--- config.mk ---
export PLATFORM = sky130hd
export DESIGN_NAME = mf3_ram
export DESIGN_NICKNAME = d
export VERILOG_FILES = /design/src/hdl/median_filter_3x3_core_defines.svh /design/src/hdl/mf3_pkg.sv /design/src/hdl/mf3_ram.sv
export SDC_FILE = /design/constraint.sdc
export NUM_CORES = 2
export LEC_CHECK = 0
export ABC_AREA = 1
export BUFFER_PORTS_ARGS = -buffer_cell sky130_fd_sc_hd__buf_2
export CORE_AREA = 5 5 596 598
export DETAILED_ROUTE_END_ITERATION = 10
export DIE_AREA = 0 0 601 603
export GPL_TIMING_DRIVEN = 1
export PLACE_DENSITY = 0.64
export SETUP_SLACK_MARGIN = 0.4
export SLEW_MARGIN = 0
export SYNTH_ARGS = -nofsm -noshare
export SYNTH_HDL_FRONTEND = slang
export SYNTH_SLANG_ARGS = --single-unit
--- constraint.sdc ---
create_clock -name clk -period 5 [get_ports clk]
set_input_delay 0.25 -clock clk [delete_from_list [all_inputs] [get_ports clk]]
set_output_delay 0.25 -clock clk [all_outputs]
set_load 0.02 [all_outputs]
--- src/hdl/median_filter_3x3_core_defines.svh ---
// Assertion macros for the median filter RTL.
`ifndef MEDIAN_FILTER_3X3_CORE_DEFINES_SVH
`define MEDIAN_FILTER_3X3_CORE_DEFINES_SVH

// Consequent must hold in the same cycle as the antecedent.
`define MF3_ASSERT_NOW(lbl, ante, cons, msg) \
  lbl: assert property (@(posedge clk) disable iff (!rst_n) (ante) |-> (cons)) \
    else $error(msg);

// Consequent must hold in the cycle after the antecedent.
`define MF3_ASSERT_NEXT(lbl, ante, cons, msg) \
  lbl: assert property (@(posedge clk) disable iff (!rst_n) (ante) |=> (cons)) \
    else $error(msg);

`endif

--- src/hdl/mf3_pkg.sv ---
// Shared constants for the 3x3 median filter.
package mf3_pkg;

  localparam int MAX_WIDTH_DEF   = 512;
  localparam int PIXEL_BITS_DEF  = 8;

  localparam int CFG_WIDTH_BITS  = 10;
  localparam int CFG_HEIGHT_BITS = 13;
  localparam int CFG_IDX_BITS    = 2;
  localparam int CFG_DATA_BITS   = 13;
  localparam int ROW_BITS        = 13;
  localparam int MAX_HEIGHT      = 4096;

  localparam logic [CFG_WIDTH_BITS-1:0]  RESET_WIDTH  = CFG_WIDTH_BITS'(260);
  localparam logic [CFG_HEIGHT_BITS-1:0] RESET_HEIGHT = CFG_HEIGHT_BITS'(260);

  localparam logic [CFG_IDX_BITS-1:0] REG_FRAME_WIDTH  = CFG_IDX_BITS'(0);
  localparam logic [CFG_IDX_BITS-1:0] REG_FRAME_HEIGHT = CFG_IDX_BITS'(1);

  localparam logic OP_PIXEL = 1'b0;

  localparam int WIN_SIDE = 3;
  localparam int WIN_TAPS = WIN_SIDE * WIN_SIDE;

endpackage

--- src/hdl/mf3_ram.sv ---
// Simple dual-port RAM with one write port and one registered read port.
module mf3_ram #(
  parameter int WIDTH = mf3_pkg::PIXEL_BITS_DEF,
  parameter int DEPTH = mf3_pkg::MAX_WIDTH_DEF,
  localparam int AddrBits = $clog2(DEPTH)
) (
  input  logic                clk,
  input  logic                we,
  input  logic [AddrBits-1:0] waddr,
  input  logic [WIDTH-1:0]    wdata,
  input  logic                re,
  input  logic [AddrBits-1:0] raddr,
  output logic [WIDTH-1:0]    rdata
);

  logic [WIDTH-1:0] mem [DEPTH];
  logic [WIDTH-1:0] rdata_r;

  always_ff @(posedge clk) begin
    if (we) begin
      mem[waddr] <= wdata;
    end
  end

  always_ff @(posedge clk) begin
    if (re) begin
      rdata_r <= mem[raddr];
    end
  end

  assign rdata = rdata_r;

endmodule

Word-level counts from Yosys, hierarchy flattened

Memories as Yosys holds them, arrays and structs flattened. A register that Yosys moved wholly into a read port is not among the register bits.
Index checks and enable logic that the tools add are counted.

Mux-type cells: 2

Operator list:

| cell   | count |
|---|---|
| $mux 1 | 2 |

Memories kept: 1
Bits in writable memories: 4,096
Register bits after elaboration: 0
Input port bits: 29

Memories:

| memory | depth | bits a word | read ports | clocked after Yosys merged registers in | wr ports | line          | text |
|---|---|---|---|---|---|---|---|
| mem    | 512   | 8           | 1          | 1                                       | 1        | mf3_ram.sv:16 | `logic [WIDTH-1:0] mem [DEPTH];` |

Depth between registers and ports, before layout

Word-level depth: 2
Gate-level depth with buffers: 15
Depth with buffers taken out: 11

Least setup slack after synthesis

No wires, ideal clock.

Path type: input to register
From: input port waddr[4]
To: memory mem[212][0] in the netlist's numbering (enable)
Stages: 7
Slack: 3,159 ps
Data arrival time: 1,471 ps
Data required time: 4,630 ps
Path buffers: 1
Cells stage by stage: inv_1 nor2_1 inv_1 nor2_1 inv_1 clkbuf_1 nor2_1

RTL lines:

| element         | line          | text |
|---|---|---|
| start, declared | mf3_ram.sv:9  | `input logic [AddrBits-1:0] waddr,` |
| end, declared   | mf3_ram.sv:16 |  |

Straight into the memory's write port.

==> flow_metrics.tcl <==
set metrics [dict create \
    chipWidth_um 601 \
    slew_violations 0 \
    syn_area_um2 167000 \
    ir_drop_uv 304 \
    crit_type "input port to flop" \
    drcViolationCount 0 \
    grt_usage_pct 24.8 \
    pre_cts_slack_ns 0.996 \
    mostFrequentLayoutCell "nand2_1" \
    layout.nets 13700 \
    finalCriticalPeriod_ns 4.00 \
    p_leak_nw 63.1 \
    period_share_pct 80.0 \
    hpwlAfterDp_um 255000 \
    drtIter0Drc 14400 \
    instances_no_fill 18600 \
    initial_utilization_pct 47.8 \
    synth_nets 13900 \
    cp_num_buf_inv 7 \
    dieArea_um2 362000 \
    num_rows 217 \
    cts_resized 0 \
    yosysSeqAreaShare_pct 73.9 \
    cp.arrival_ns 4.82 \
    path_max_fanout 118 \
    htree_levels 5 \
    grt_antenna_before_repair 25 \
    ant_nets 0 \
    fin_skew_ns 0.0457 \
    wire_per_inst_um 24.9 \
    die-height_um 603 \
    cp_top_family "buffers and inverters" \
    rsz0062_at_grt "no" \
    pin_count 37 \
    vias 108000 \
    first_global_vias 101000 \
    hp-class "input port to flop" \
    setup_violations 0 \
    clock_tree.buffer_depth 4 \
    core_um2 349000 \
    numClockSinks 4104 \
    post-route-util_pct 52.7 \
    finalSetupTns_ns 0 \
    powerDensity_nw_per_um2 394 \
    io_buffers 36 \
    synth-seq-cells 4104 \
    numCtsBuffers 409 \
    maxCapViolCount 0 \
    dr.pass1.iters 6 \
    clk_latency_ns 0.96 \
    cp_common_cell "nand3_1" \
    grt_max_degree 188 \
    synth.distinct_cells 15 \
    crit_chain "buf_12 -> inv_16 -> buf_4 -> buf_12 -> buf_4 -> nand2_1 -> nand3_1 -> nand3_1 -> nand3_1 -> nand3_1 -> nand3_1 -> nand3_1 -> nand3_1 -> nand3_1 -> dlygate4sd3_1 -> nand2_1 -> dlygate4sd3_1" \
    status "finished, final reports clean" \
    critPathLaunchType "input port" \
    critPathCaptureType "flop" \
    worstPathRequired_ns 5.82 \
    area_delta_synth_final_pct 10.1 \
    root_buffer "clkbuf_16" \
    synth-warning-count 0 \
    slowest_stage "inv_16" \
    layout_setup_ws_ns 1.00 \
    drive_above_1_share_pct 6.18 \
    hold_violations 0 \
    slowest_delay_ns 0.68 \
    routed_wl_um 462000 \
    gp_congestion 0.841 \
    slew-limit-headroom_pct 20.3 \
    viasPerCell 5.83 \
    clkTransAtPathRegs_ns 0.06 \
    post_cts_buffers 0 \
    tightest_slew_ns 1.20 \
    synth_cells 13900 \
    grt_pass1_wl_um 679000 \
    tritoncts "built" \
    syn_area_per_cell_um2 12.0 \
    grt_overflow 0 \
    dp_cells 17800 \
    clock.fmax_mhz 250 \
    final_cell_mix "4,145 x nand2_1, 4,104 x edfxtp_1, 4,080 x nand3_1, 512 x nor2_1, 417 x clkbuf_16" \
]
## Yosys cell counts
| library cell | instances | share of area (%) |
|---|---|---|
| nor3_1 | 11 | 0.033 |
| nor2_1 | 514 | 1.2 |
| edfxtp_1 | 4104 | 74 |
| inv_2 | 3 | 0.0068 |
| nand3_1 | 4080 | 12 |
| buf_8 | 4 | 0.036 |
| buf_2 | 517 | 1.6 |
| buf_6 | 72 | 0.49 |
| inv_4 | 2 | 0.0075 |
| buf_12 | 1 | 0.012 |
| buf_1 | 82 | 0.18 |
| nand2_1 | 4160 | 9.4 |
| clkbuf_1 | 184 | 0.41 |
| inv_1 | 34 | 0.077 |
| buf_4 | 123 | 0.55 |
## layout make-up
type,count,area [um^2]
well taps,4599,5750
flip-flops and latches,4104,123000
inverters,39,203
clock buffers,511,10800
repair buffers,304,3360
clock inverters,229,2170
multi-input cells,8765,38100
diodes,8,20.0
fillers,29200,165000
## flip-flops by register name, indices dropped and copies added, names as in the netlist
| name | cells |
|---|---|
| rdata | 8 |
| mem | 4096 |
## through the flow
step | hold slack (ns) | power, mW | area [um^2]
2_1_floorplan | 0.349 | 41.0 | 167000
4_1_cts | 0.164 | 72.5 | 184000
6_report | 0.242 | 72.3 | 184000
3_5_place_dp | 0.679 | 42.9 | 171000
3_3_place_gp | 0.682 | 42.9 | 171000
5_1_grt | 0.256 | 74.3 | 184000
## per-layer routing
metal	up-vias	wire, um	GRT usage (%)
met5	-	41	0
met4	6	17600	8.77
met3	853	41900	3.63
met2	5414	216000	39.0
met1	53000	186000	35.4
li1	49000	-	-
## tightest hold or removal path: cells and delay by family
kind                   cells  cell delay (ns)
buffers and inverters      1             0.11
AND/OR/NAND/NOR            3             0.61
## final timing paths
kind,start,endpoint,slack [ns],depth (start not counted)
worst max-delay path,raddr[0],rdata[6],1.00,17
worst min-delay path,waddr[2],mem[307][1],0.24,4
worst max register to register,mem[511][6],rdata[6],1.61,12
worst min register to register,mem[134][3],rdata[3],1.20,10
## power breakdown
group	switching, mW	total, mW	internal [mW]
Combinational	3.31	4.31	1.00
Clock	13.0	30.0	17.0
Sequential	0.0306	37.9	37.9
## what timing repair did
action,4_1_cts,5_1_grt
hold endpoints to repair,614,0
endpoints found under the setup margin,0,0
hold buffers,13,0
## cell families after synthesis
| logic type | count (synthesis) | synth area share (%) |
|---|---|---|
| AND/OR/NAND/NOR | 8765 | 22.8 |
| flip-flops | 4104 | 73.9 |
| buffers and inverters | 1022 | 3.33 |
No activity file was read; power rests on OpenSTA's default activity.
