<file path="src/hdl/median_filter_3x3_core_defines.svh">
// Assertion macros for the median filter RTL.
`ifndef MEDIAN_FILTER_3X3_CORE_DEFINES_SVH
`define MEDIAN_FILTER_3X3_CORE_DEFINES_SVH

// Consequent must hold in the same cycle as the antecedent.
`define MF3_ASSERT_NOW(lbl, ante, cons, msg) \
  lbl: assert property (@(posedge clk) disable iff (!rst_n) (ante) |-> (cons)) \
    else $error(msg);

// Consequent must hold in the cycle after the antecedent.
`define MF3_ASSERT_NEXT(lbl, ante, cons, msg) \
  lbl: assert property (@(posedge clk) disable iff (!rst_n) (ante) |=> (cons)) \
    else $error(msg);

`endif

</file>
<file path="src/hdl/mf3_pkg.sv">
// Shared constants for the 3x3 median filter.
package mf3_pkg;

  localparam int MAX_WIDTH_DEF   = 512;
  localparam int PIXEL_BITS_DEF  = 8;

  localparam int CFG_WIDTH_BITS  = 10;
  localparam int CFG_HEIGHT_BITS = 13;
  localparam int CFG_IDX_BITS    = 2;
  localparam int CFG_DATA_BITS   = 13;
  localparam int ROW_BITS        = 13;
  localparam int MAX_HEIGHT      = 4096;

  localparam logic [CFG_WIDTH_BITS-1:0]  RESET_WIDTH  = CFG_WIDTH_BITS'(260);
  localparam logic [CFG_HEIGHT_BITS-1:0] RESET_HEIGHT = CFG_HEIGHT_BITS'(260);

  localparam logic [CFG_IDX_BITS-1:0] REG_FRAME_WIDTH  = CFG_IDX_BITS'(0);
  localparam logic [CFG_IDX_BITS-1:0] REG_FRAME_HEIGHT = CFG_IDX_BITS'(1);

  localparam logic OP_PIXEL = 1'b0;

  localparam int WIN_SIDE = 3;
  localparam int WIN_TAPS = WIN_SIDE * WIN_SIDE;

endpackage

</file>
<file path="src/hdl/mf3_median9.sv">
// Rank-based median of nine pixels: every tap counts the taps below and up to it.
module mf3_median9 #(
  parameter int PIXEL_BITS = mf3_pkg::PIXEL_BITS_DEF
) (
  input  logic [PIXEL_BITS-1:0] taps [mf3_pkg::WIN_TAPS],
  output logic [PIXEL_BITS-1:0] median
);

  localparam int NTaps    = mf3_pkg::WIN_TAPS;
  localparam int CntBits  = $clog2(NTaps + 1);
  localparam int MidRank  = NTaps / 2;

  always_comb begin
    logic [NTaps-1:0]   below_vec;
    logic [NTaps-1:0]   upto_vec;
    logic [CntBits-1:0] below_cnt;
    logic [CntBits-1:0] upto_cnt;
    median = '0;
    for (int i = 0; i < NTaps; i++) begin
      for (int j = 0; j < NTaps; j++) begin
        below_vec[j] = taps[j] <  taps[i];
        upto_vec[j]  = taps[j] <= taps[i];
      end
      below_cnt = CntBits'($countones(below_vec));
      upto_cnt  = CntBits'($countones(upto_vec));
      // every tap that qualifies holds the same value, so OR them together
      if (below_cnt <= CntBits'(MidRank) && upto_cnt >= CntBits'(MidRank + 1)) begin
        median = median | taps[i];
      end
    end
  end

endmodule

</file>
<file path="config.mk">
export PLATFORM = sky130hd
export DESIGN_NAME = mf3_median9
export DESIGN_NICKNAME = d
export VERILOG_FILES = /design/src/hdl/median_filter_3x3_core_defines.svh /design/src/hdl/mf3_pkg.sv /design/src/hdl/mf3_median9.sv
export SDC_FILE = /design/constraint.sdc
export NUM_CORES = 1
export LEC_CHECK = 0
export BUFFER_PORTS_ARGS = -buffer_cell sky130_fd_sc_hd__buf_2
export CORE_ASPECT_RATIO = 0.7
export CORE_MARGIN = 8
export CORE_UTILIZATION = 60
export DETAILED_ROUTE_END_ITERATION = 7
export PLACE_DENSITY = 0.76
export SYNTH_ARGS = -nofsm -noshare
export SYNTH_HDL_FRONTEND = slang
export SYNTH_SLANG_ARGS = --single-unit
</file>
<file path="constraint.sdc">
create_clock -name vclk -period 12.2
set_input_delay 2.44 -clock vclk [all_inputs]
set_output_delay 2.44 -clock vclk [all_outputs]
set_load 0.03 [all_outputs]
</file>
Word level (Yosys, flattened, before mapping)
Cells that the tools add are included.

storage, ports and cells
  bits of input ports = 72
  register bits after elaboration = 0

cells by class
  reductions and logical operators = 9
  mux-type cells = 9
  add/subtract/negate cells = 144
  magnitude comparators = 180
  bitwise operators = 8

operators by type and width
  cell                                                                number
  <= comparator 8 bit                                                 81
  < comparator 8 bit                                                  81
  adder 1 x 1 -> 2 bit                                                72
  adder 2 x 2 -> 3 bit                                                36
  adder 3 x 3 -> 4 bit                                                18
  adder 4 x 1 -> 4 bit                                                18
  2-to-1 mux 8 bit                                                    9
  bitwise OR 8 bit                                                    8
  greater-or-equal comparator 4 x 3 -> 1 bit (second input constant)  9
  <= comparator 4 x 3 -> 1 bit (second input constant)                9
  logical AND 1 bit                                                   9

Longest topological paths before layout
Gate-level depths: netlist of run 1.

  word-level depth = 24
  depth in mapped cells = 21
  gate-level depth less buffers = 21

Worst setup path before layout of run 1
OpenSTA, ideal clock, no wires.

  path type = in2out
  start = input taps[9] (netlist bit)
  end = output median[4]
  cell stages on the path = 19
  arrival time = 7.073 ns
  path slack = 2.687 ns
  required time = 9.760 ns
  cell sequence = inv_1 ha_1 nor2b_1 o21a_1 o21ai_0 a21oi_1 o21ba_2 fa_1 inv_1 fa_1 inv_1 ha_1 fa_1 fa_1 xnor2_1 nand2_1 a222oi_1 a2111oi_0 nand3_1

on the way
  word-level cells in the longest chain between the ends = 24
  elaborated cells on any way between the ends = 158
  classes of those cells = add/sub: 80; order compare: 52; mux: 9; bitwise: 8; reduce/logical: 9

ends and longest elaborated chain
  what                                                                                        line                                  source
  from (decl)                                                                                 mf3_median9.sv:5                      input logic [PIXEL_BITS-1:0] taps [mf3_pkg::WIN_TAPS],
  < comparator 8 bit or <= comparator 8 bit (tied branches)                                   mf3_median9.sv:21, mf3_median9.sv:22
  adder 1 x 1 -> 2 bit, on equally long branches                                              mf3_median9.sv:24, mf3_median9.sv:25
  adder 2 x 2 -> 3 bit, on equally long branches                                              mf3_median9.sv:24, mf3_median9.sv:25
  adder 3 x 3 -> 4 bit, on equally long branches                                              mf3_median9.sv:24, mf3_median9.sv:25
  adder 4 x 1 -> 4 bit, on equally long branches                                              mf3_median9.sv:24, mf3_median9.sv:25
  <= comparator 4 x 3 -> 1 bit or greater-or-equal comparator 4 x 3 -> 1 bit (tied branches)  mf3_median9.sv:27                     if (below_cnt <= CntBits'(MidRank) && upto_cnt >= CntBits'(MidRank + 1)) begin
  logical AND 1 bit                                                                           mf3_median9.sv:27
  2-to-1 mux 8 bit                                                                            mf3_median9.sv:27
  [8 not listed]                                                                              -
  bitwise OR 8 bit                                                                            mf3_median9.sv:28                     median = median | taps[i];
  2-to-1 mux 8 bit                                                                            mf3_median9.sv:27
  bitwise OR 8 bit                                                                            mf3_median9.sv:28
  2-to-1 mux 8 bit                                                                            mf3_median9.sv:27
  bitwise OR 8 bit                                                                            mf3_median9.sv:28
  2-to-1 mux 8 bit                                                                            mf3_median9.sv:27
  bitwise OR 8 bit                                                                            mf3_median9.sv:28
  2-to-1 mux 8 bit *                                                                          mf3_median9.sv:27
  to (decl)                                                                                   mf3_median9.sv:6                      output logic [PIXEL_BITS-1:0] median

Mark *: on every way between the ends. The rest lies on a longest branch, timed or not.

Worst setup path after layout of run 1
  start = input taps[41] (netlist bit)
  end = output median[7]

The elaborated chain is that of the path after synthesis.

==> results of run 1 <==
==> metrics by stage <==
stage / utilization / worst slack, ps / cells / instance area [um^2]
final: 0.6547 / 1254 / 1552 / 11240
after global routing: 0.6547 / 1155 / 1552 / 11240
after CTS: 0.6547 / 1539 / 1552 / 11240
after detailed placement: 0.6547 / 1551 / 1552 / 11240
after global placement: 0.6547 / 1692 / 1552 / 11240
after floorplan: - / 2687 / 1237 / 10520
==> final cells by class <==
type                            count  area, um^2  area share
Inverter                          184       690.7     0.06146
Multi-Input combinational cell   1053        9828      0.8745
Tap cell                          231       289.0     0.02572
Timing Repair Buffer               84       430.4     0.03830
==> final timing paths <==
| kind | endpoint | slack, ps | cells past startpoint |
|---|---|---|---|
| max | median[7] | 1250 | 22 |
| min | median[7] | 5330 | 4 |
==> layer usage <==
metal	vias to the layer above	GRT usage
met1	4762	0.4631
met3	77	0.1903
met5	-	0
met2	688	0.4408
met4	0	0.07368
li1	4704	-
==> Yosys cell counts, drive strengths merged <==
cell type	number
a2111oi	14
a211oi	8
a21bo	4
a21boi	11
a21o	71
a21oi	56
a222oi	10
a22oi	12
and2	3
clkinv	1
fa	72
ha	342
inv	183
nand2	11
nand2b	17
nand3	20
nand4	72
nor2	51
nor2b	57
nor3	20
nor3b	8
nor4	6
o21a	48
o21ai	55
o21ba	19
o21bai	19
o22ai	2
or2	22
or3b	5
xnor2	15
xor2	3
==> logic make-up after synthesis <==
logic type      share of synthesized area
simple gates                       0.1563
xor+xnor                          0.01570
compound gates                     0.2185
buf+inv                           0.06566
fa+ha+maj                          0.5438
==> report_power, final <==
part / leakage [nW] / switching, W / internal [W]
clock network: 0 / 0 / 0
logic: 6.05 / 0.00101 / 0.000598
registers: 0 / 0 / 0
==> results.md, run 1 <==
- Status: finished, final reports clean
- Critical path's top delay family: adder cells
- Mapped Avg Cell Area: 8.504 um^2
- Met2 wire length: 14030 um
- Routed wire length per instance: 25.02 um
- Largest net degree at the start of global routing: 10
- Initial core utilization: 0.6128
- DR pass1 iterations: 6
- PwrDens: 143.3 nW/um^2
- M1 WL: 16350 um
- FF+latch count: 0
- Die Span Y: 126.8 um
- Leakage Power: 6.046 nW
- Row count: 40
- # resized after CTS: 0
- Post-DP HPWL: 33220 um
- Synth cell types: 36
- Crit path buf inv count: 6
- Commonest non-fill, non-tap cells in the layout: ha_1 (342), inv_1 (183), buf_2 (80)
- Final Hold Fails: 0
- Fin crit share: 0.8972
- CTS Hold Bufs: 0
- CP required: 9760 ps
- CORE AREA: 17170 um^2
- Vias in the first global route: 9680
- Post-synth top area share: 0.4068
- # IOs: 80
- Worst path max stage delay: 660 ps
- Initial antenna violation count: 0
- Worst min path class: primary input to output pin
- CP max stage cell: a2111oi_0
- Worst Path Arrival: 8510 ps
- Top post-synthesis cells by area: ha_1 (41%), fa_1 (14%), inv_1 (6.5%), a21o_1 (5.1%), nand4_1 (4.3%)
- Final ANT Viol Nets: 0
- Worst-Margin Slew: 1306 ps
- Register area: 0 um^2
- GR Overflow Total: 0
- Nets: 1809
- Crit end category: output pin
- Setup crit start kind: primary input
- GR Util All Layers: 0.3369
- I/O Buffers: 80
- Setup TNS Final: 0 ps
- Vias: 10230
- Rel. slew slack: 0.1230
- Detailed Route Iter0 Violations: 1247
- Worst-path cell chain: buf_2 -> inv_1 -> ha_1 -> nor2b_1 -> o21a_1 -> o21ai_0 -> a21oi_1 -> o21ba_2 -> fa_1 -> inv_1 -> fa_1 -> fa_1 -> inv_1 -> ha_1 -> inv_1 -> fa_1 -> nor2b_1 -> o22ai_1 -> a211oi_1 -> a2111oi_0 -> nand3_1 -> buf_2
- Fill cells: 1474
- Met3 WL post-DR: 7326 um
- Final wirelength: 38830 um
- Commonest non-fill, non-tap cell in the layout: ha_1
- Hold_ws: 5330 ps
- Post-CTS setup buffers: 0
- Die W: 174.3 um
- Setup-violating endpoint count in the final report: 0
- Synthesized instance count: 1237
- # clk buffers: 0
- RSZ-0062 raised after global routing: false
- Launch point of the worst hold path: taps[15]
- Power Total: 0.001610 W
- F_max: 91.36 MHz
- Share of cells above drive strength 1: 0.1007
- Layout area overhead: 6.840%
- Max Used Layer: met4
- Register area share after synthesis: 0
- First-pass GRT wire length: 57240 um
- Syn_nets: 1723
- Syn Std Cell Area: 10520 um^2
- CP startpoint: taps[41]
- Synth area leader: ha_1
- Diodes inserted: 0
- Ys Warns: 0
- Maximum vdd drop: 0.0002139 V
- Vias/cell: 6.592
- CP Max Fanout: 7
- Routability Congestion: 1.046
- Drt drc: 0
- Die area: 22090 um^2
- Critical path start-end classification: primary input to output pin
- Min Tclk post-route: 10950 ps
- Final Max Slew Viols: 0
- Max_cap viols: 0
Note: power is estimated with default switching activity, not from simulation.
==> inputs of run 2 (changes only) <==
--- a/config.mk
+++ b/config.mk
@@ -5,12 +5,12 @@
 export SDC_FILE = /design/constraint.sdc
 export NUM_CORES = 1
 export LEC_CHECK = 0
-export BUFFER_PORTS_ARGS = -buffer_cell sky130_fd_sc_hd__buf_2
 export CORE_ASPECT_RATIO = 0.7
 export CORE_MARGIN = 8
 export CORE_UTILIZATION = 60
 export DETAILED_ROUTE_END_ITERATION = 7
-export PLACE_DENSITY = 0.76
+export DONT_BUFFER_PORTS = 1
+export PLACE_DENSITY = 0.72
 export SYNTH_ARGS = -nofsm -noshare
 export SYNTH_HDL_FRONTEND = slang
 export SYNTH_SLANG_ARGS = --single-unit
==> run 2 against run 1 <==
  * Sequential share of layout area unchanged
  * Flip-flop and latch count unchanged
  * Combinational power down 7%
  * Worst hold slack worse by 140 ps
  * Worst setup slack better by 200 ps
  * Routed wire length down 2.0%
==> results.md, run 2 (synthesis gave the netlist of run 1 again) <==
- Status: finished, final reports clean (unchanged)
- Critical path start-end classification: primary input to output pin (unchanged)
- Max_cap viols: 0 (unchanged)
- Die area: 22090 um^2 (unchanged)
- # clk buffers: 0 (unchanged)
- Final Hold Fails: 0 (unchanged)
- Post-DP HPWL: 33060 um (was 33220 um)
- Layout area overhead: 3.045% (was 6.840%)
- Fill cells: 1548 (was 1474)
- Final wirelength: 38070 um (was 38830 um)
- CP max stage cell: o21ai_1 (was a2111oi_0)
- CP required: 9760 ps (about the same)
- Worst Path Arrival: 8300 ps (was 8510 ps)
- GR Util All Layers: 0.3370 (was 0.3369)
- P_sw: 0.0009492 W (was 0.001013 W)
- Die Span Y: 126.8 um (unchanged)
- Commonest non-fill, non-tap cells in the layout: ha_1 (342), inv_1 (183), nand4_1 (72), fa_1 (72), a21o_1 (71) (was ha_1 (342), inv_1 (183), buf_2 (80))
- F_max: 93.10 MHz (was 91.36 MHz)
- Routed wire length per instance: 25.86 um (was 25.02 um)
- Register area: 0 um^2 (unchanged)
- Initial antenna violation count: 1 (was 0)
- Drt drc: 0 (unchanged)
- Rel. slew slack: 0.1129 (was 0.1230)
- # IOs: 80 (unchanged)
- Fin area: 10840 um^2 (was 11240 um^2)
- Maximum vdd drop: 0.0001195 V (was 0.0002139 V)
- Layout Utilization: 0.6314 (was 0.6547)
- Setup crit start kind: primary input (unchanged)
- Share of cells above drive strength 1: 0.04271 (was 0.1007)
- Worst min path class: primary input to output pin (unchanged)
- Nets: 1729 (was 1809)
- Min Tclk post-route: 10740 ps (was 10950 ps)
- RSZ-0062 raised after global routing: false (unchanged)
- Setup-violating endpoint count in the final report: 0 (unchanged)
- Final ANT Viol Nets: 0 (unchanged)
- First-pass GRT wire length: 56900 um (was 57240 um)
- # resized after CTS: 0 (unchanged)
- Post-CTS setup buffers: 0 (unchanged)
- Detailed Route Iter0 Violations: 1085 (was 1247)
- Int Power: 0.0005511 W (was 0.0005976 W)
- CTS Hold Bufs: 0 (unchanged)
- Dpl cell area: 10840 um^2 (was 11240 um^2)
- Vias/cell: 6.535 (was 6.592)
- Largest net degree at the start of global routing: 10 (unchanged)
- Hold_ws: 5192 ps (was 5330 ps)
- Worst path max stage delay: 670 ps (was 660 ps)
- CORE AREA: 17170 um^2 (unchanged)
- Leakage Power: 5.738 nW (was 6.046 nW)
- Initial core utilization: 0.6128 (unchanged)
- Sequential fraction of design power: 0 (about the same)
- FF+latch count: 0 (unchanged)
- Vias: 9619 (was 10230)
- CP Max Fanout: 9 (was 7)
- Clk pwr share: 0 (about the same)
- WHS Path Cells: 2 (was 4)
- Commonest non-fill, non-tap cell in the layout: ha_1 (unchanged)
- Fin crit share: 0.8804 (was 0.8972)
- Diodes inserted: 0 (unchanged)
- Crit end category: output pin (unchanged)
- Row count: 40 (unchanged)
- PwrDens: 138.4 nW/um^2 (was 143.3 nW/um^2)
- Worst-Margin Slew: 1323 ps (was 1306 ps)
- Sw Ratio: 0.6327 (was 0.6289)
- Setup TNS Final: 0 ps (unchanged)
- Worst-path cell chain: inv_1 -> ha_1 -> nor2b_1 -> o21a_1 -> o21a_1 -> o21bai_1 -> a21boi_0 -> fa_1 -> inv_1 -> fa_1 -> inv_1 -> fa_1 -> ha_1 -> inv_1 -> fa_1 -> o21ai_1 -> a211oi_1 -> a2111oi_0 -> nand3_1 (was buf_2 -> inv_1 -> ha_1 -> nor2b_1 -> o21a_1 -> o21ai_0 -> a21oi_1 -> o21ba_2 -> fa_1 -> inv_1 -> fa_1 -> fa_1 -> inv_1 -> ha_1 -> inv_1 -> fa_1 -> nor2b_1 -> o22ai_1 -> a211oi_1 -> a2111oi_0 -> nand3_1 -> buf_2)
- Setup crit end: median[7] (unchanged)
- DR pass1 iterations: 5 (was 6)
- Power Total: 0.001500 W (was 0.001610 W)
- GR Overflow Total: 0 (unchanged)
- Final Max Slew Viols: 0 (unchanged)
- I/O Buffers: 0 (was 80)
- Vias in the first global route: 9175 (was 9680)
- Logic gate share of total power: 1.000 (about the same)
- Routability Congestion: 1.033 (was 1.046)
- CP startpoint: taps[64] (was taps[41])
- Area of the multi-input gates: 9829 um^2 (was 9828 um^2)
- Die W: 174.3 um (unchanged)
==> run 2: power groups by stage <==
stage                     clock, W  sequential [W]  combinational, W
after floorplan                  0               0           0.00104
after global routing             0               0           0.00165
after CTS                        0               0           0.00145
final                            0               0           0.00150
after detailed placement         0               0           0.00145
after global placement           0               0           0.00142
==> run 2: layer usage <==
metal	global-route usage	up-vias	share of wire
met2	0.4495	603	0.37
met4	0.03158	0	0.012
met3	0.1520	32	0.18
met5	0	-	0
met1	0.4944	4453	0.44
li1	-	4531	-
==> run 2: worst min-delay path by stage <==
stage | start | end | slack [ps]
5_1_grt | taps[10] | median[2] | 5200
2_1_floorplan | taps[8] | median[0] | 5160
3_3_place_gp | taps[11] | median[3] | 5190
3_5_place_dp | taps[10] | median[2] | 5190
6_report | taps[10] | median[2] | 5190
4_1_cts | taps[10] | median[2] | 5190
==> run 2: stage by stage <==
stage          cells  setup slack (ps)
6_report        1472              1459
5_1_grt         1472              1320
4_1_cts         1472              1780
3_5_place_dp    1472              1773
3_3_place_gp    1472              1808
2_1_floorplan   1237              2687
==> run 2: final cells by class <==
cell class / instances / share of cell area
multi-input combinational: 1053 / 0.9068
inverter: 184 / 0.06372
timing repair buffer: 4 / 0.002770
tap: 231 / 0.02667
==> run 2: critical path, delay by kind of cell <==
kind	cells	cell delay, ps
AND/OR/NAND/NOR	2	510
adder cells (fa/ha/maj)	6	2520
buffers and inverters	4	470
AO/OA/AOI/OAI	7	2360
==> inputs of run 3 (changes only) <==
--- a/config.mk
+++ b/config.mk
@@ -7,10 +7,11 @@
 export LEC_CHECK = 0
 export CORE_ASPECT_RATIO = 0.7
 export CORE_MARGIN = 8
-export CORE_UTILIZATION = 60
+export CORE_UTILIZATION = 50
 export DETAILED_ROUTE_END_ITERATION = 7
 export DONT_BUFFER_PORTS = 1
-export PLACE_DENSITY = 0.72
+export PLACE_DENSITY = 0.61
+export SLEW_MARGIN = 25
 export SYNTH_ARGS = -nofsm -noshare
 export SYNTH_HDL_FRONTEND = slang
 export SYNTH_SLANG_ARGS = --single-unit
==> run 3 against run 2 <==
  * First-iteration DRC count fell by 0.46%
  * Non-clock buffer count fell by 1
  * Routed wire length rose by 5.0%
  * Worst hold slack improved by 12 ps
  * Final cell count rose by 3.0%
  * Critical path depth did not move
==> results.md, run 3 (synthesis gave the netlist of run 1 again) <==
- Status: finished, final reports clean (unchanged)
- Initial antenna violation count: 0 (was 1)
- Die Span Y: 137.4 um (was 126.8 um)
- PwrDens: 137.4 nW/um^2 (was 138.4 nW/um^2)
- Leakage Power: 5.733 nW (was 5.738 nW)
- Crit end category: output pin (unchanged)
- CP Max Fanout: 9 (unchanged)
- Final Max Slew Viols: 0 (unchanged)
- GR Util All Layers: 0.3031 (was 0.3370)
- Setup crit start kind: primary input (unchanged)
- Worst path max stage delay: 620 ps (was 670 ps)
- CP required: 9760 ps (about the same)
- Die W: 189.4 um (was 174.3 um)
- Nets: 1728 (was 1729)
- Diodes inserted: 0 (unchanged)
- RSZ-0062 raised after global routing: false (unchanged)
- Worst Path Arrival: 8150 ps (was 8300 ps)
- Routed wire length per instance: 26.36 um (was 25.86 um)
- Drt drc: 0 (unchanged)
- I/O Buffers: 0 (unchanged)
- Critical path's top delay family: adder cells (unchanged)
- Vias: 9457 (was 9619)
- Worst-path cell chain: inv_1 -> ha_1 -> nor2b_1 -> o21a_1 -> o21a_1 -> o21bai_1 -> a21boi_0 -> fa_1 -> inv_1 -> fa_1 -> inv_1 -> fa_1 -> ha_1 -> inv_1 -> fa_1 -> o21ai_1 -> a211oi_1 -> a2111oi_0 -> nand3_1 (unchanged)
- Commonest non-fill, non-tap cell in the layout: ha_1 (unchanged)
- Min Tclk post-route: 10590 ps (was 10740 ps)
- Die area: 26010 um^2 (was 22090 um^2)
- CP max stage cell: fa_1 (was o21ai_1)
- Routability Congestion: 0.9966 (was 1.033)
- Layout area overhead: 3.509% (was 3.045%)
- Rel. slew slack: 0.2251 (was 0.1129)
- Vias in the first global route: 9094 (was 9175)
- Initial core utilization: 0.5082 (was 0.6128)
- Commonest non-fill, non-tap cells in the layout: ha_1 (342), inv_1 (183), nand4_1 (72), fa_1 (72), a21o_1 (71) (unchanged)
- Crit path buf inv count: 4 (unchanged)
- Worst-Margin Slew: 1153 ps (was 1323 ps)
- Final Hold Fails: 0 (unchanged)
- GR Overflow Total: 0 (unchanged)
- Share of cells above drive strength 1: 0.04194 (was 0.04271)
- Dpl cell area: 10890 um^2 (was 10840 um^2)
- Largest net degree at the start of global routing: 10 (unchanged)
- Pre-CTS setup slack: 1761 ps (was 1773 ps)
- Setup ws final: 1607 ps (was 1459 ps)
- Final ANT Viol Nets: 0 (unchanged)
- # IOs: 80 (unchanged)
- CORE AREA: 20700 um^2 (was 17170 um^2)
- Post-DP HPWL: 34500 um (was 33060 um)
- Register area: 0 um^2 (unchanged)
- WHS Path Cells: 2 (unchanged)
- Worst Hold Path EP: median[6] (was median[2])
- Detailed Route Iter0 Violations: 1080 (was 1085)
- Setup TNS Final: 0 ps (unchanged)
- First-pass GRT wire length: 58660 um (was 56900 um)
- Launch point of the worst hold path: taps[6] (was taps[10])
- Maximum vdd drop: 0.00009973 V (was 0.0001195 V)
- CTS Hold Bufs: 0 (unchanged)
- Critical path start-end classification: primary input to output pin (unchanged)
- Final wirelength: 39970 um (was 38070 um)
- Max_cap viols: 0 (unchanged)
- F_max: 94.40 MHz (was 93.10 MHz)
- DR pass1 iterations: 5 (unchanged)
- # clk buffers: 0 (unchanged)
- FF+latch count: 0 (unchanged)
- Vias/cell: 6.238 (was 6.535)
- Setup-violating endpoint count in the final report: 0 (unchanged)
- # resized after CTS: 0 (unchanged)
- Worst min path class: primary input to output pin (unchanged)
- Fin crit share: 0.8683 (was 0.8804)
- Row count: 44 (was 40)
- Fin area: 10890 um^2 (was 10840 um^2)
- Post-CTS setup buffers: 0 (unchanged)
==> run 3: changes by cell type in the layout (fill, tap and decap cells not counted) <==
cell	previous run	this run
buf_4	4	3
==> run 3: cell type report <==
| class | instances | area [um^2] |
|---|---|---|
| fillers | 2066 | 9812 |
| repair buffers | 3 | 22.52 |
| well taps | 276 | 345.3 |
| multi-input cells | 1053 | 9829 |
| inverters | 184 | 690.7 |
==> run 3: stage by stage <==
step | utilization | power, W | instances | hold slack, ps
4_1_cts | 0.5259 | 0.001452 | 1516 | 5208
2_1_floorplan | - | 0.001041 | 1237 | 5163
3_5_place_dp | 0.5259 | 0.001444 | 1516 | 5207
6_report | 0.5260 | 0.001497 | 1516 | 5204
5_1_grt | 0.5260 | 0.001640 | 1516 | 5219
3_3_place_gp | 0.5259 | 0.001428 | 1516 | 5203
==> run 3: layer usage <==
layer / vias up / global-route usage / part of all wire
met2: 490 / 0.3982 / 0.36
met4: 0 / 0.04372 / 0.017
met3: 51 / 0.1383 / 0.15
met1: 4393 / 0.4439 / 0.47
li1: 4523 / - / -
met5: - / 0 / 0
==> run 3: how the worst max path moves through the flow <==
stage,start,slack [ps],to,depth (start not counted)
3_3_place_gp,taps[64],1810,median[7],17
6_report,taps[64],1610,median[7],19
4_1_cts,taps[64],1760,median[7],17
5_1_grt,taps[64],1330,median[7],19
3_5_place_dp,taps[64],1760,median[7],17
2_1_floorplan,taps[9],2690,median[4],19
==> run 3: power by group <==
group	internal [W]	total, W	switching [W]
registers	0	0	0
logic	0.000548	0.00150	0.000949
clock network	0	0	0
total	0.000548	0.00150	0.000949
